`src/design/tfdt_pkg.sv`:
```
// ----------------------------------------------------------------------------
// tfdt_pkg
// Shared constants, request codes and controller/datapath handshake types
// for the tiled frame buffer dirty tracker.
// ----------------------------------------------------------------------------
package tfdt_pkg;

    // default build limits
    localparam int MAX_WIDTH_DEF  = 256;
    localparam int MAX_HEIGHT_DEF = 256;
    localparam int COLOR_BITS_DEF = 24;

    // field widths
    localparam int CFG_W     = 9;
    localparam int CFG_IDX_W = 2;
    localparam int REQ_W     = 2;
    localparam int POS_W     = 8;
    localparam int PIX_W     = 24;
    localparam int TIDX_W    = 16;
    localparam int DIV_W     = 10;
    localparam int COUNT_W   = 18;
    localparam int TILE_MAX  = 256;

    // request codes
    localparam logic [REQ_W-1:0] REQ_WRITE = 2'd0;
    localparam logic [REQ_W-1:0] REQ_READ  = 2'd1;
    localparam logic [REQ_W-1:0] REQ_QUERY = 2'd2;
    localparam logic [REQ_W-1:0] REQ_CLEAR = 2'd3;

    // register indexes
    localparam logic [CFG_IDX_W-1:0] REG_FRAME_WIDTH  = 2'd0;
    localparam logic [CFG_IDX_W-1:0] REG_FRAME_HEIGHT = 2'd1;
    localparam logic [CFG_IDX_W-1:0] REG_TILE_WIDTH   = 2'd2;
    localparam logic [CFG_IDX_W-1:0] REG_TILE_HEIGHT  = 2'd3;

    // register reset values
    localparam logic [CFG_W-1:0] FRAME_SIZE_RST = 9'd256;
    localparam logic [CFG_W-1:0] TILE_SIZE_RST  = 9'd8;

    typedef struct packed {
        logic init_clear;
        logic cfg_we;
        logic cfg_div_start;
        logic cfg_mul;
        logic latch_in;
        logic calc;
        logic pix_wr;
        logic pix_rd;
        logic tile_div_start;
        logic tile_mul;
        logic dirty_set;
        logic dirty_rd;
        logic dirty_clr;
        logic load_out;
    } tfdt_cmd_t;

    typedef struct packed {
        logic             init_last;
        logic             div_busy;
        logic [REQ_W-1:0] req_type;
        logic             err;
    } tfdt_stat_t;

    // zero reads as one, anything above the limit reads as the limit
    function automatic logic [CFG_W-1:0] clamp_reg(input logic [CFG_W-1:0] v, input int hi);
        logic [CFG_W-1:0] r;
        if (v == '0)
        begin
            r = 9'd1;
        end
        else if (32'(v) > hi)
        begin
            r = CFG_W'(hi);
        end
        else
        begin
            r = v;
        end
        return r;
    endfunction

endpackage

```
`src/design/tfdt_ctrl.sv`:
```
// ----------------------------------------------------------------------------
// tfdt_ctrl
// Sequencer: flag store fill after reset, size recompute after a register
// write, request execution and result handshake.
// ----------------------------------------------------------------------------
module tfdt_ctrl
(
    input  logic                     clk,
    input  logic                     rst_n,
    input  logic                     in_valid,
    output logic                     in_ready,
    input  logic                     cfg_valid,
    output logic                     cfg_ready,
    output logic                     out_valid,
    input  logic                     out_ready,
    input  tfdt_pkg::tfdt_stat_t     stat,
    output tfdt_pkg::tfdt_cmd_t      cmd
);

    localparam logic [3:0] S_INIT      = 4'd0;
    localparam logic [3:0] S_CFG_DIV   = 4'd1;
    localparam logic [3:0] S_CFG_WAIT  = 4'd2;
    localparam logic [3:0] S_CFG_MUL   = 4'd3;
    localparam logic [3:0] S_IDLE      = 4'd4;
    localparam logic [3:0] S_CALC      = 4'd5;
    localparam logic [3:0] S_EXEC      = 4'd6;
    localparam logic [3:0] S_TILE_WAIT = 4'd7;
    localparam logic [3:0] S_TILE_MUL  = 4'd8;
    localparam logic [3:0] S_DIRTY_SET = 4'd9;
    localparam logic [3:0] S_RESP      = 4'd10;

    logic [3:0] state_reg, state_next;
    logic       out_valid_reg, out_valid_next;

    always_comb
    begin
        cmd        = '0;
        state_next = state_reg;
        in_ready   = 1'b0;
        cfg_ready  = 1'b0;

        case (state_reg)
            S_INIT:
            begin
                cmd.init_clear = 1'b1;
                if (stat.init_last)
                begin
                    state_next = S_CFG_DIV;
                end
            end
            S_CFG_DIV:
            begin
                cmd.cfg_div_start = 1'b1;
                state_next        = S_CFG_WAIT;
            end
            S_CFG_WAIT:
            begin
                if (!stat.div_busy)
                begin
                    state_next = S_CFG_MUL;
                end
            end
            S_CFG_MUL:
            begin
                cmd.cfg_mul = 1'b1;
                state_next  = S_IDLE;
            end
            S_IDLE:
            begin
                cfg_ready = 1'b1;
                in_ready  = !cfg_valid;
                if (cfg_valid)
                begin
                    cmd.cfg_we = 1'b1;
                    state_next = S_CFG_DIV;
                end
                else if (in_valid)
                begin
                    cmd.latch_in = 1'b1;
                    state_next   = S_CALC;
                end
            end
            S_CALC:
            begin
                cmd.calc   = 1'b1;
                state_next = S_EXEC;
            end
            S_EXEC:
            begin
                state_next = S_RESP;
                if (!stat.err)
                begin
                    case (stat.req_type)
                        tfdt_pkg::REQ_WRITE:
                        begin
                            cmd.pix_wr         = 1'b1;
                            cmd.tile_div_start = 1'b1;
                            state_next         = S_TILE_WAIT;
                        end
                        tfdt_pkg::REQ_READ:
                        begin
                            cmd.pix_rd = 1'b1;
                        end
                        tfdt_pkg::REQ_QUERY:
                        begin
                            cmd.dirty_rd = 1'b1;
                        end
                        default:
                        begin
                            cmd.dirty_clr = 1'b1;
                        end
                    endcase
                end
            end
            S_TILE_WAIT:
            begin
                if (!stat.div_busy)
                begin
                    state_next = S_TILE_MUL;
                end
            end
            S_TILE_MUL:
            begin
                cmd.tile_mul = 1'b1;
                state_next   = S_DIRTY_SET;
            end
            S_DIRTY_SET:
            begin
                cmd.dirty_set = 1'b1;
                state_next    = S_RESP;
            end
            S_RESP:
            begin
                // wait here only while the previous result is still held
                if (!out_valid_reg || out_ready)
                begin
                    cmd.load_out = 1'b1;
                    state_next   = S_IDLE;
                end
            end
            default:
            begin
                state_next = S_IDLE;
            end
        endcase

        if (cmd.load_out)
        begin
            out_valid_next = 1'b1;
        end
        else if (out_ready)
        begin
            out_valid_next = 1'b0;
        end
        else
        begin
            out_valid_next = out_valid_reg;
        end
    end

    always_ff @(posedge clk or negedge rst_n)
    begin
        if (!rst_n)
        begin
            state_reg     <= S_INIT;
            out_valid_reg <= 1'b0;
        end
        else
        begin
            state_reg     <= state_next;
            out_valid_reg <= out_valid_next;
        end
    end

    assign out_valid = out_valid_reg;

endmodule

```
`config.mk`:
```
export PLATFORM = sky130hd
export DESIGN_NAME = tfdt_ctrl
export DESIGN_NICKNAME = d
export VERILOG_FILES = /design/src/design/tfdt_pkg.sv /design/src/design/tfdt_ctrl.sv
export SDC_FILE = /design/constraint.sdc
export NUM_CORES = 1
export LEC_CHECK = 0
export ABC_CLOCK_PERIOD_IN_PS = 3900
export BUFFER_PORTS_ARGS = -buffer_cell sky130_fd_sc_hd__buf_2
export CAP_MARGIN = 0
export CORE_AREA = 2 2 39 41
export CTS_CLUSTER_SIZE = 10
export DETAILED_ROUTE_END_ITERATION = 16
export DIE_AREA = 0 0 41 43
export HOLD_SLACK_MARGIN = 0.08
export PLACE_DENSITY_LB_ADDON = 0.2
export SYNTH_ARGS = -nofsm -noshare
export SYNTH_HDL_FRONTEND = slang
export SYNTH_SLANG_ARGS = --single-unit
```
`constraint.sdc`:
```
create_clock -name clk -period 3.9 [get_ports clk]
set_input_delay 0.39 -clock clk [delete_from_list [all_inputs] [get_ports clk]]
set_output_delay 0.39 -clock clk [all_outputs]
set_load 0.02 [all_outputs]
```
Word-level counts from Yosys, hierarchy flattened
Index checks and enable logic that the tools add are counted.
- register bits after elaboration: 5
- input bits: 10
- output and inout bits: 17
- equality and inequality tests: 17
- mux-type cells: 34
- reduce and logical (&&, ||, !) cells: 8
- operators with widths (operator ; number):
    one-hot mux 4 bit (10 select lines) ; 1
    two-way mux 4 bit ; 8
    two-way mux 1 bit ; 21
    == test 4 x 3 -> 1 bit, second input constant ; 4
    == test 4 bit, second input constant ; 3
    == test 4 x 2 -> 1 bit, second input constant ; 2
    != test 2 bit, second input constant ; 4
    two-way mux 3 bit ; 2
    AND reduction 5 bit ; 1
    == test 4 x 1 -> 1 bit, second input constant ; 1
    zero test 4 bit ; 1
    two-way mux 2 bit ; 2
    != test 3 bit, second input constant ; 1
    OR reduction 3 bit ; 1
    == test 2 x 1 -> 1 bit, second input constant ; 1
    == test 2 bit, second input constant ; 1
    zero test 1 bit ; 2
    zero test 2 bit ; 1
    nonzero test 2 bit ; 1
    logical OR 1 bit ; 1

Logic depth before layout (Yosys ltp)
Gate-level depths: netlist (run 1).
- depth after elaboration: 5
- depth in mapped cells: 5
- mapped depth without buffers: 4

Worst setup path after synthesis (run 1)
No wires, ideal clock.
- kind: reg-to-output
- start point: reg state_reg[0]
- end point: out cmd[7] (netlist bit)
- arrival: 1.560 ns
- path slack: 1.950 ns
- stages on the path, launching flop included: 6
- buffers on the path: 2
- cell sequence: dfrtp_1 -> buf_4 -> nor2_2 -> nand3_1 -> nor3_1 -> buf_4
- RTL lines (what ; RTL line ; RTL):
    start: declaration ; tfdt_ctrl.sv:32 ; logic [3:0] state_reg, state_next;
    start signal: assignment ; tfdt_ctrl.sv:170 ; state_reg <= state_next;
    end: declaration ; tfdt_ctrl.sv:17 ; output tfdt_pkg::tfdt_cmd_t cmd

==> metrics.cfg, run 1 <==
[setup_path]
cp-start-kind = register
timing.rr.end = state_reg[2]
path_delay_family = simple AND/OR/NAND/NOR gates
path_max_fanout = 12
crit_buf_inv = 1
cp.arrival_ns = 1.79
end_kind = output port
r2r_start = state_reg[2]
reg2reg_depth = 4
critical_path_class = register to output port
cpPeakStageDelay_ns = 0.59
worst_ep_required_time_ns = 3.51
r2r_slack_ns = 2.19
cp.depth = 4
path_cells = nor2b_2, nand3_1, nor3_1, buf_2
slowest_stage = dfrtp_1

[synthesis]
syn-instance-count = 67
yosysTopAreaCell = dfrtp_1
ys_seq_elements = 5
synth_cell_types = 33
yosysSeqAreaShare_pct = 23.8
yosysTopAreaCellShare_pct = 23.8
postSynthAreaPerCell_um2 = 7.86
synth_area_leaders = dfrtp_1 24%, nand2b_1 5.9%, a2111oi_4 5.2%
syn_area_um2 = 527
syn-num-nets = 77
synth_warnings = 0

[cts]
cts_resized = 0
postCtsHoldBufs = 1
postCtsSetupRepairBufs = 0
clk_latency_ns = 0.24
numClockSinks = 5
htree_num_levels = 1
path_clk_slew_ns = 0.04
clockBufferDepth = 2
cts_buffers = 3
cts_tree = yes
cts_root_buffer = clkbuf_4

[job]
cap_violations = 0

[finish]
drive_above_1_share_pct = 38.9
area_growth_pct = 25.2
largest_reg_flops = 4
final.fill_count = 157
nNetsFinal = 101
diodes = 0
fin_area_um2 = 659

[timing]
fmax_mhz = 458
skew_ns = 0.00286
holdWs_ns = 0.488
rsz0062_at_grt = false
slew_headroom_pct = 60.7
hold_viol = 0
period_share_pct = 56.0
drv_slew = 0
setup_viol = 0
period_minus_slack_ns = 2.18
final.setup.worst_slack_ns = 1.72
setup-tns-final_ns = 0
worst_pin_slew_ns = 0.590

[placed_design]
place_area_um2 = 623
dp_hpwl_um = 952
place.port_buffers = 26
dp_slack_ns = 1.99
gp_congestion = 0.887

[detailed_routing]
dr.first_iter.drc_count = 20
vias = 570
first_pass_iters = 4
routedWlPerCell_um = 12.3
via_per_inst = 5.38
ant_nets = 0
drc = 0
wl_um = 1310

[global_routing]
first_global_vias = 504
grt_max_degree = 20
grt_pass1_wl_um = 2130
gr-total-overflow = 0
antenna_found_initial = 0
grt.total_usage_pct = 17.0

[pwr]
power.density_mw_per_mm2 = 684
power.leakage_nw = 0.329
totalPowerFinal_uw = 451
peakVddDrop_uv = 281

[floorplan]
die_height_um = 43
initial_core_util_pct = 38.1
rows = 14
die-area_mm2 = 0.00176
die_w_um = 41
num_io_pins = 27
core_area_mm2 = 0.00138

[status]
outcome = complete, no violations

[worst_hold_path]
hold_path_class = primary input to async pin

final cells by class:
cell class	instances	area, µm²	share of cell area, %
sequential	5	125	19.0
inverter	1	3.75	0.569
tap	16	20.0	3.04
timing repair buffer	27	140	21.3
multi-input combinational	53	344	52.2
clock buffer	4	26.3	3.98
cells in the final DEF, fill, tap and decap left out, types with 2 or more instances in the layout:
master,netlist,routed
dfrtp_1,5,5
and3_1,2,2
o22ai_1,2,2
nor3_1,5,5
nor3b_1,2,2
o21ai_1,3,3
clkbuf_4,1,3
nand2_1,7,7
nor2_1,7,7
nand3_1,2,2
buf_2,1,26
o32a_1,2,2
nand2b_1,5,5
per-stage QoR:
stage	utilization, %	std cells
6_report	47.6	106
5_1_grt	47.6	106
4_1_cts	47.6	106
3_5_place_dp	45.0	101
3_3_place_gp	45.0	101
2_1_floorplan	-	67
where the power goes:
part | internal, mW | switching, mW | total (mW)
registers | 0.0722 | 0.0817 | 0.154
clock network | 0.0386 | 0.0205 | 0.0591
logic | 0.111 | 0.127 | 0.238
cells by family (layout without fill, tap and decap cells):
| logic type | after synthesis | in the layout | share of synthesized area (%) |
|---|---|---|---|
| buffers and inverters | 9 | 32 | 10.9 |
| AND/OR/NAND/NOR | 38 | 38 | 40.4 |
| AO/OA/AOI/OAI | 14 | 14 | 23.0 |
| flip-flops | 5 | 5 | 23.8 |
| adder cells (fa/ha/maj) | 1 | 1 | 1.90 |
worst reg2reg max path: cells and delay by family, from the launching register on:
family / cells / cell delay, ns
flip-flops: 1 / 0.59
AO/OA/AOI/OAI: 2 / 0.51
AND/OR/NAND/NOR: 2 / 0.51
cells in the mapped netlist (all sizes together):
master / instances
o22ai: 2
o32a: 2
nand4bb: 1
maj3: 1
o21a: 1
o41ai: 1
or2: 1
a21oi: 1
nor3: 5
and3: 2
a2111oi: 1
a221oi: 1
nor2: 8
buf: 5
nand3: 2
and2: 1
nand2b: 5
dfrtp: 5
nor3b: 2
nand2: 7
nor2b: 2
a211o: 1
a31oi: 1
inv: 1
o21ai: 3
clkbuf: 3
nor4: 2
layer usage:
layer,global-route usage (%),wire [µm],vias to the layer above
met1,22.9,532,251
met2,25.6,645,30
li1,-,-,287
met5,0,0,-
met3,4.71,123,2
met4,4.67,5,0
worst max path at each step:
stage	startpoint	end	slack, ns
after floorplan	state_reg[0]	cmd[7]	1.95
final	state_reg[2]	cmd[5]	1.72
after CTS	state_reg[2]	cmd[5]	1.73
after global placement	state_reg[2]	cmd[5]	2.04
after detailed placement	state_reg[2]	cmd[6]	1.99
after global routing	state_reg[2]	cmd[5]	1.53
(Power assumes the default switching activity.)
==> inputs of run 2 (changes only) <==
--- a/config.mk
+++ b/config.mk
@@ -5,7 +5,7 @@
 export SDC_FILE = /design/constraint.sdc
 export NUM_CORES = 1
 export LEC_CHECK = 0
-export ABC_CLOCK_PERIOD_IN_PS = 3900
+export ABC_CLOCK_PERIOD_IN_PS = 2200
 export BUFFER_PORTS_ARGS = -buffer_cell sky130_fd_sc_hd__buf_2
 export CAP_MARGIN = 0
 export CORE_AREA = 2 2 39 41
==> constraint.sdc (replaced) <==
create_clock -name clk -period 2.2 [get_ports clk]
set_input_delay 0.22 -clock clk [delete_from_list [all_inputs] [get_ports clk]]
set_output_delay 0.22 -clock clk [all_outputs]
set_load 0.02 [all_outputs]
==> metrics.cfg, run 2 (synthesized netlist as in run 1, its figures left out) <==
[setup_path]
cp-start-kind = register
end_kind = output port
worst_ep_required_time_ns = 1.98
r2r_slack_ns = 0.56
slowest_stage = dfrtp_1
cp.arrival_ns = 1.71
crit_buf_inv = 1
reg2reg_depth = 4
cp.depth = 3
path_max_fanout = 19
r2r_start = state_reg[1]
critical_path_class = register to output port
cpPeakStageDelay_ns = 0.70
path_cells = nand3_1, nor3_1, buf_2
path_delay_family = flip-flops
timing.rr.end = state_reg[3]

[cts]
cts_root_buffer = clkbuf_4
numClockSinks = 5
path_clk_slew_ns = 0.05
cts_tree = yes
htree_num_levels = 1
clockBufferDepth = 2
cts_buffers = 3
clk_latency_ns = 0.25

[global_routing]
grt_max_degree = 20
gr-total-overflow = 0
grt.total_usage_pct = 18.1
antenna_found_initial = 0
grt_pass1_wl_um = 2130
first_global_vias = 493

[worst_hold_path]
holdPathStages = 4
hold-path-endpoint = state_reg[2]
min_from = in_valid
hold_path_class = primary input to register

[timing]
worst_pin_slew_ns = 0.581
rsz0062_at_grt = false
setup-tns-final_ns = 0
hold_viol = 0
period_share_pct = 87.5
skew_ns = 0.00566
period_minus_slack_ns = 1.93
setup_viol = 0
fmax_mhz = 519
slew_headroom_pct = 61.3
drv_slew = 0

[finish]
layout_commonest_cell = buf_2
postLayoutCoreUtil_pct = 48.3
layout_common_cells = 26 x buf_2, 7 x nor2_1, 7 x nand2_1, 5 x nand2b_1, 5 x nor3_1
area_growth_pct = 26.8
drive_above_1_share_pct = 40.7
largest_reg_flops = 4
diodes = 0
nNetsFinal = 102
fin_cells = 107
final.fill_count = 144

[detailed_routing]
routedWlPerCell_um = 11.8
first_pass_iters = 4
ant_nets = 0
wl_um = 1260
vias = 571
drc = 0
dr.first_iter.drc_count = 10
via_per_inst = 5.34

[pwr]
combinationalPowerShare_pct = 54.6
seqPwrFrac_pct = 32.0
peakVddDrop_uv = 463
power.density_mw_per_mm2 = 1230
switching_power_uw = 411
p_sw_share_pct = 50.2
power.leakage_nw = 0.332
clkPwrFrac_pct = 13.5
intPower_uw = 407

[placed_design]
place.port_buffers = 26
gp_congestion = 0.896
placedCellCount = 102
dp_hpwl_um = 920

[floorplan]
die_height_um = 43
core_area_mm2 = 0.00138
die_w_um = 41
die-area_mm2 = 0.00176
num_io_pins = 27
rows = 14
initial_core_util_pct = 38.1

[status]
outcome = complete, no violations

[job]
cap_violations = 0

run 2: cell types whose count changed in the layout (fill, tap and decap cells not counted):
cell,before,now
buf_4,0,1
dfrtp_1,5,4
dfrtp_2,0,1
run 2: area by class of cell:
type / instances / area, µm² / area share, %
sequential: 5 / 126 / 18.9
tap: 16 / 20.0 / 3.00
timing repair buffer: 28 / 148 / 22.1
inverter: 1 / 3.75 / 0.562
multi-input combinational: 53 / 344 / 51.5
clock buffer: 4 / 26.3 / 3.93
run 2: tightest hold or removal path: stages:
cell and delay, ns:
buf_2 0.09, o41ai_1 0.07, nand2_1 0.06, o21ai_1 0.05
run 2: worst max-delay path by stage:
| stage | startpoint | to | slack, ns |
|---|---|---|---|
| final | state_reg[1] | cmd[5] | 0.27 |
| after global routing | state_reg[1] | cmd[5] | 0.006 |
| after CTS | state_reg[2] | cmd[6] | 0.19 |
| after detailed placement | state_reg[2] | cmd[6] | 0.46 |
| after global placement | state_reg[2] | cmd[5] | 0.51 |
| after floorplan | state_reg[0] | cmd[7] | 0.42 |
run 2: routing by layer:
| metal | wire, µm | share of wire [%] | GRT usage, % |
|---|---|---|---|
| met5 | 0 | 0 | 0 |
| met3 | 81 | 6.4 | 5.24 |
| met4 | 34 | 2.7 | 16.0 |
| met2 | 556 | 44 | 22.2 |
| met1 | 591 | 47 | 24.3 |
run 2: what timing repair did:
action / in CTS / in global routing
hold endpoints to repair: 5 / 0
hold buffers: 1 / 0
gates resized for setup: 0 / 1
endpoints found under the setup margin: 0 / 2
setup buffers: 0 / 0
run 2: power by group through the flow:
stage          combinational, mW  clock [mW]  sequential (mW)
5_1_grt                    0.495       0.123            0.279
3_5_place_dp               0.444           0            0.259
4_1_cts                    0.448       0.114            0.256
2_1_floorplan              0.470           0            0.153
6_report                   0.447       0.110            0.262
3_3_place_gp               0.449           0            0.257
run 2: through the flow:
stage,power [mW],cell area [µm²],worst slack [ns],hold WS (ns)
floorplan,0.623,527,0.420,-0.0756
CTS,0.817,667,0.189,0.269
finish,0.819,668,0.275,0.271
global route,0.896,668,0.00555,0.313
global placement,0.705,631,0.507,0.0374
detailed placement,0.703,631,0.464,0.0366
==> inputs of run 3 (changes only) <==
--- a/config.mk
+++ b/config.mk
@@ -6,9 +6,10 @@
 export NUM_CORES = 1
 export LEC_CHECK = 0
 export ABC_CLOCK_PERIOD_IN_PS = 2200
-export BUFFER_PORTS_ARGS = -buffer_cell sky130_fd_sc_hd__buf_2
+export BUFFER_PORTS_ARGS = -buffer_cell sky130_fd_sc_hd__buf_4
 export CAP_MARGIN = 0
 export CORE_AREA = 2 2 39 41
+export CTS_CLUSTER_DIAMETER = 60
 export CTS_CLUSTER_SIZE = 10
 export DETAILED_ROUTE_END_ITERATION = 16
 export DIE_AREA = 0 0 41 43
==> metrics.cfg, run 3 (synthesized netlist as in run 1, its figures left out) <==
[setup_path]
cp.arrival_ns = 1.77
timing.rr.end = state_reg[3]
r2r_slack_ns = 0.57
path_cells = nor2b_2, nand3_1, nor3b_1, buf_4
cpPeakStageDelay_ns = 0.54
cp-start-kind = register
slowest_stage = dfrtp_1
worst_ep_required_time_ns = 1.98
path_max_fanout = 13
path_delay_family = simple AND/OR/NAND/NOR gates
crit_buf_inv = 1
reg2reg_depth = 4
r2r_start = state_reg[1]
end_kind = output port
critical_path_class = register to output port

[cts]
path_clk_slew_ns = 0.04
htree_num_levels = 1
cts_tree = yes
clockBufferDepth = 2
cts_resized = 0
cts_root_buffer = clkbuf_4
postCtsSetupRepairBufs = 0
numClockSinks = 5
cts_buffers = 3
clk_latency_ns = 0.25
postCtsHoldBufs = 1

[timing]
fmax_mhz = 504
hold_viol = 0
setup_viol = 0
period_share_pct = 90.2
drv_slew = 0
setup-tns-final_ns = 0
period_minus_slack_ns = 1.99
worst_pin_slew_ns = 0.584
rsz0062_at_grt = false
slew_headroom_pct = 61.1
skew_ns = 0.00334

[floorplan]
rows = 14
die_w_um = 41
die_height_um = 43
die-area_mm2 = 0.00176
core_area_mm2 = 0.00138
initial_core_util_pct = 38.1
num_io_pins = 27

[pwr]
switching_power_uw = 413
p_sw_share_pct = 48.6
combinationalPowerShare_pct = 57.9
seqPwrFrac_pct = 29.0
peakVddDrop_uv = 460
clkPwrFrac_pct = 13.1
totalPowerFinal_uw = 850
power.density_mw_per_mm2 = 1160
intPower_uw = 437
power.leakage_nw = 0.341

[global_routing]
antenna_found_initial = 0
grt.total_usage_pct = 19.1
gr-total-overflow = 0
grt_pass1_wl_um = 2240
first_global_vias = 535
grt_max_degree = 20

[worst_hold_path]
hold-path-endpoint = state_reg[2]
holdPathStages = 4
hold_path_class = primary input to register
min_from = in_valid

[detailed_routing]
wl_um = 1400
drc = 0
ant_nets = 0
vias = 565
first_pass_iters = 4
routedWlPerCell_um = 13.0
dr.first_iter.drc_count = 2
via_per_inst = 5.28

[placed_design]
dp_hpwl_um = 1000
gp_congestion = 0.809
placedCellCount = 102
place.port_buffers = 26

[finish]
multiInputGateArea_um2 = 344
largest_reg_flops = 4
area_growth_pct = 39.0
regArea_um2 = 125
layout_commonest_cell = buf_4
nNetsFinal = 102
layout_common_cells = 27 x buf_4, 7 x nor2_1, 7 x nand2_1
diodes = 0
final.fill_count = 137
fin_cells = 107
drive_above_1_share_pct = 39.6

[status]
outcome = complete, no violations

[job]
cap_violations = 0

-- run 3: changes by cell type in the layout (fill, tap and decap cells not counted) --
cell and delta:
dfrtp_2 -1, buf_2 -26, buf_4 +26, dfrtp_1 +1
-- run 3: worst max-delay path by stage --
| stage | start | to | slack, ns | cells past startpoint |
|---|---|---|---|---|
| 6_report | state_reg[3] | cmd[6] | 0.21 | 4 |
| 5_1_grt | state_reg[3] | cmd[5] | 0.07 | 4 |
| 3_5_place_dp | state_reg[3] | cmd[6] | 0.48 | 4 |
| 3_3_place_gp | state_reg[3] | cmd[7] | 0.52 | 4 |
| 4_1_cts | state_reg[3] | cmd[6] | 0.20 | 4 |
| 2_1_floorplan | state_reg[0] | cmd[7] | 0.42 | 5 |
-- run 3: metrics by stage --
stage	setup WS (ns)	hold WS, ns	utilization (%)	cell area (µm²)
2_1_floorplan	0.420	-0.0756	-	527
3_3_place_gp	0.522	0.0245	50.3	696
3_5_place_dp	0.477	0.0254	50.3	696
4_1_cts	0.202	0.272	52.9	732
5_1_grt	0.0684	0.293	52.9	732
6_report	0.215	0.287	52.9	732
-- run 3: power by group through the flow --
| stage | clock network [mW] | logic [mW] | registers [mW] |
|---|---|---|---|
| global placement | 0 | 0.492 | 0.242 |
| finish | 0.111 | 0.492 | 0.247 |
| CTS | 0.117 | 0.497 | 0.248 |
| floorplan | 0 | 0.470 | 0.153 |
| global route | 0.118 | 0.537 | 0.260 |
| detailed placement | 0 | 0.491 | 0.249 |
-- run 3: cell type report --
cell class                 count  share of cell area, %
timing repair buffer          28                   29.1
multi-input combinational     53                   47.0
inverter                       1                  0.513
tap                           16                   2.74
sequential                     5                   17.1
clock buffer                   4                   3.59
-- run 3: layer usage --
layer | vias up | routed length [µm] | track usage (%)
met5 | - | 0 | 0
met4 | 0 | 20 | 10.0
met3 | 2 | 93 | 3.66
met2 | 25 | 681 | 27.8
met1 | 251 | 599 | 25.5
li1 | 287 | - | -
-- run 3: worst register-to-register path, cell delays in order (launching register included) --
cell	delay [ns]
dfrtp_1	0.68
nand2_1	0.19
a2111oi_4	0.38
a211o_2	0.17
o22ai_1	0.08
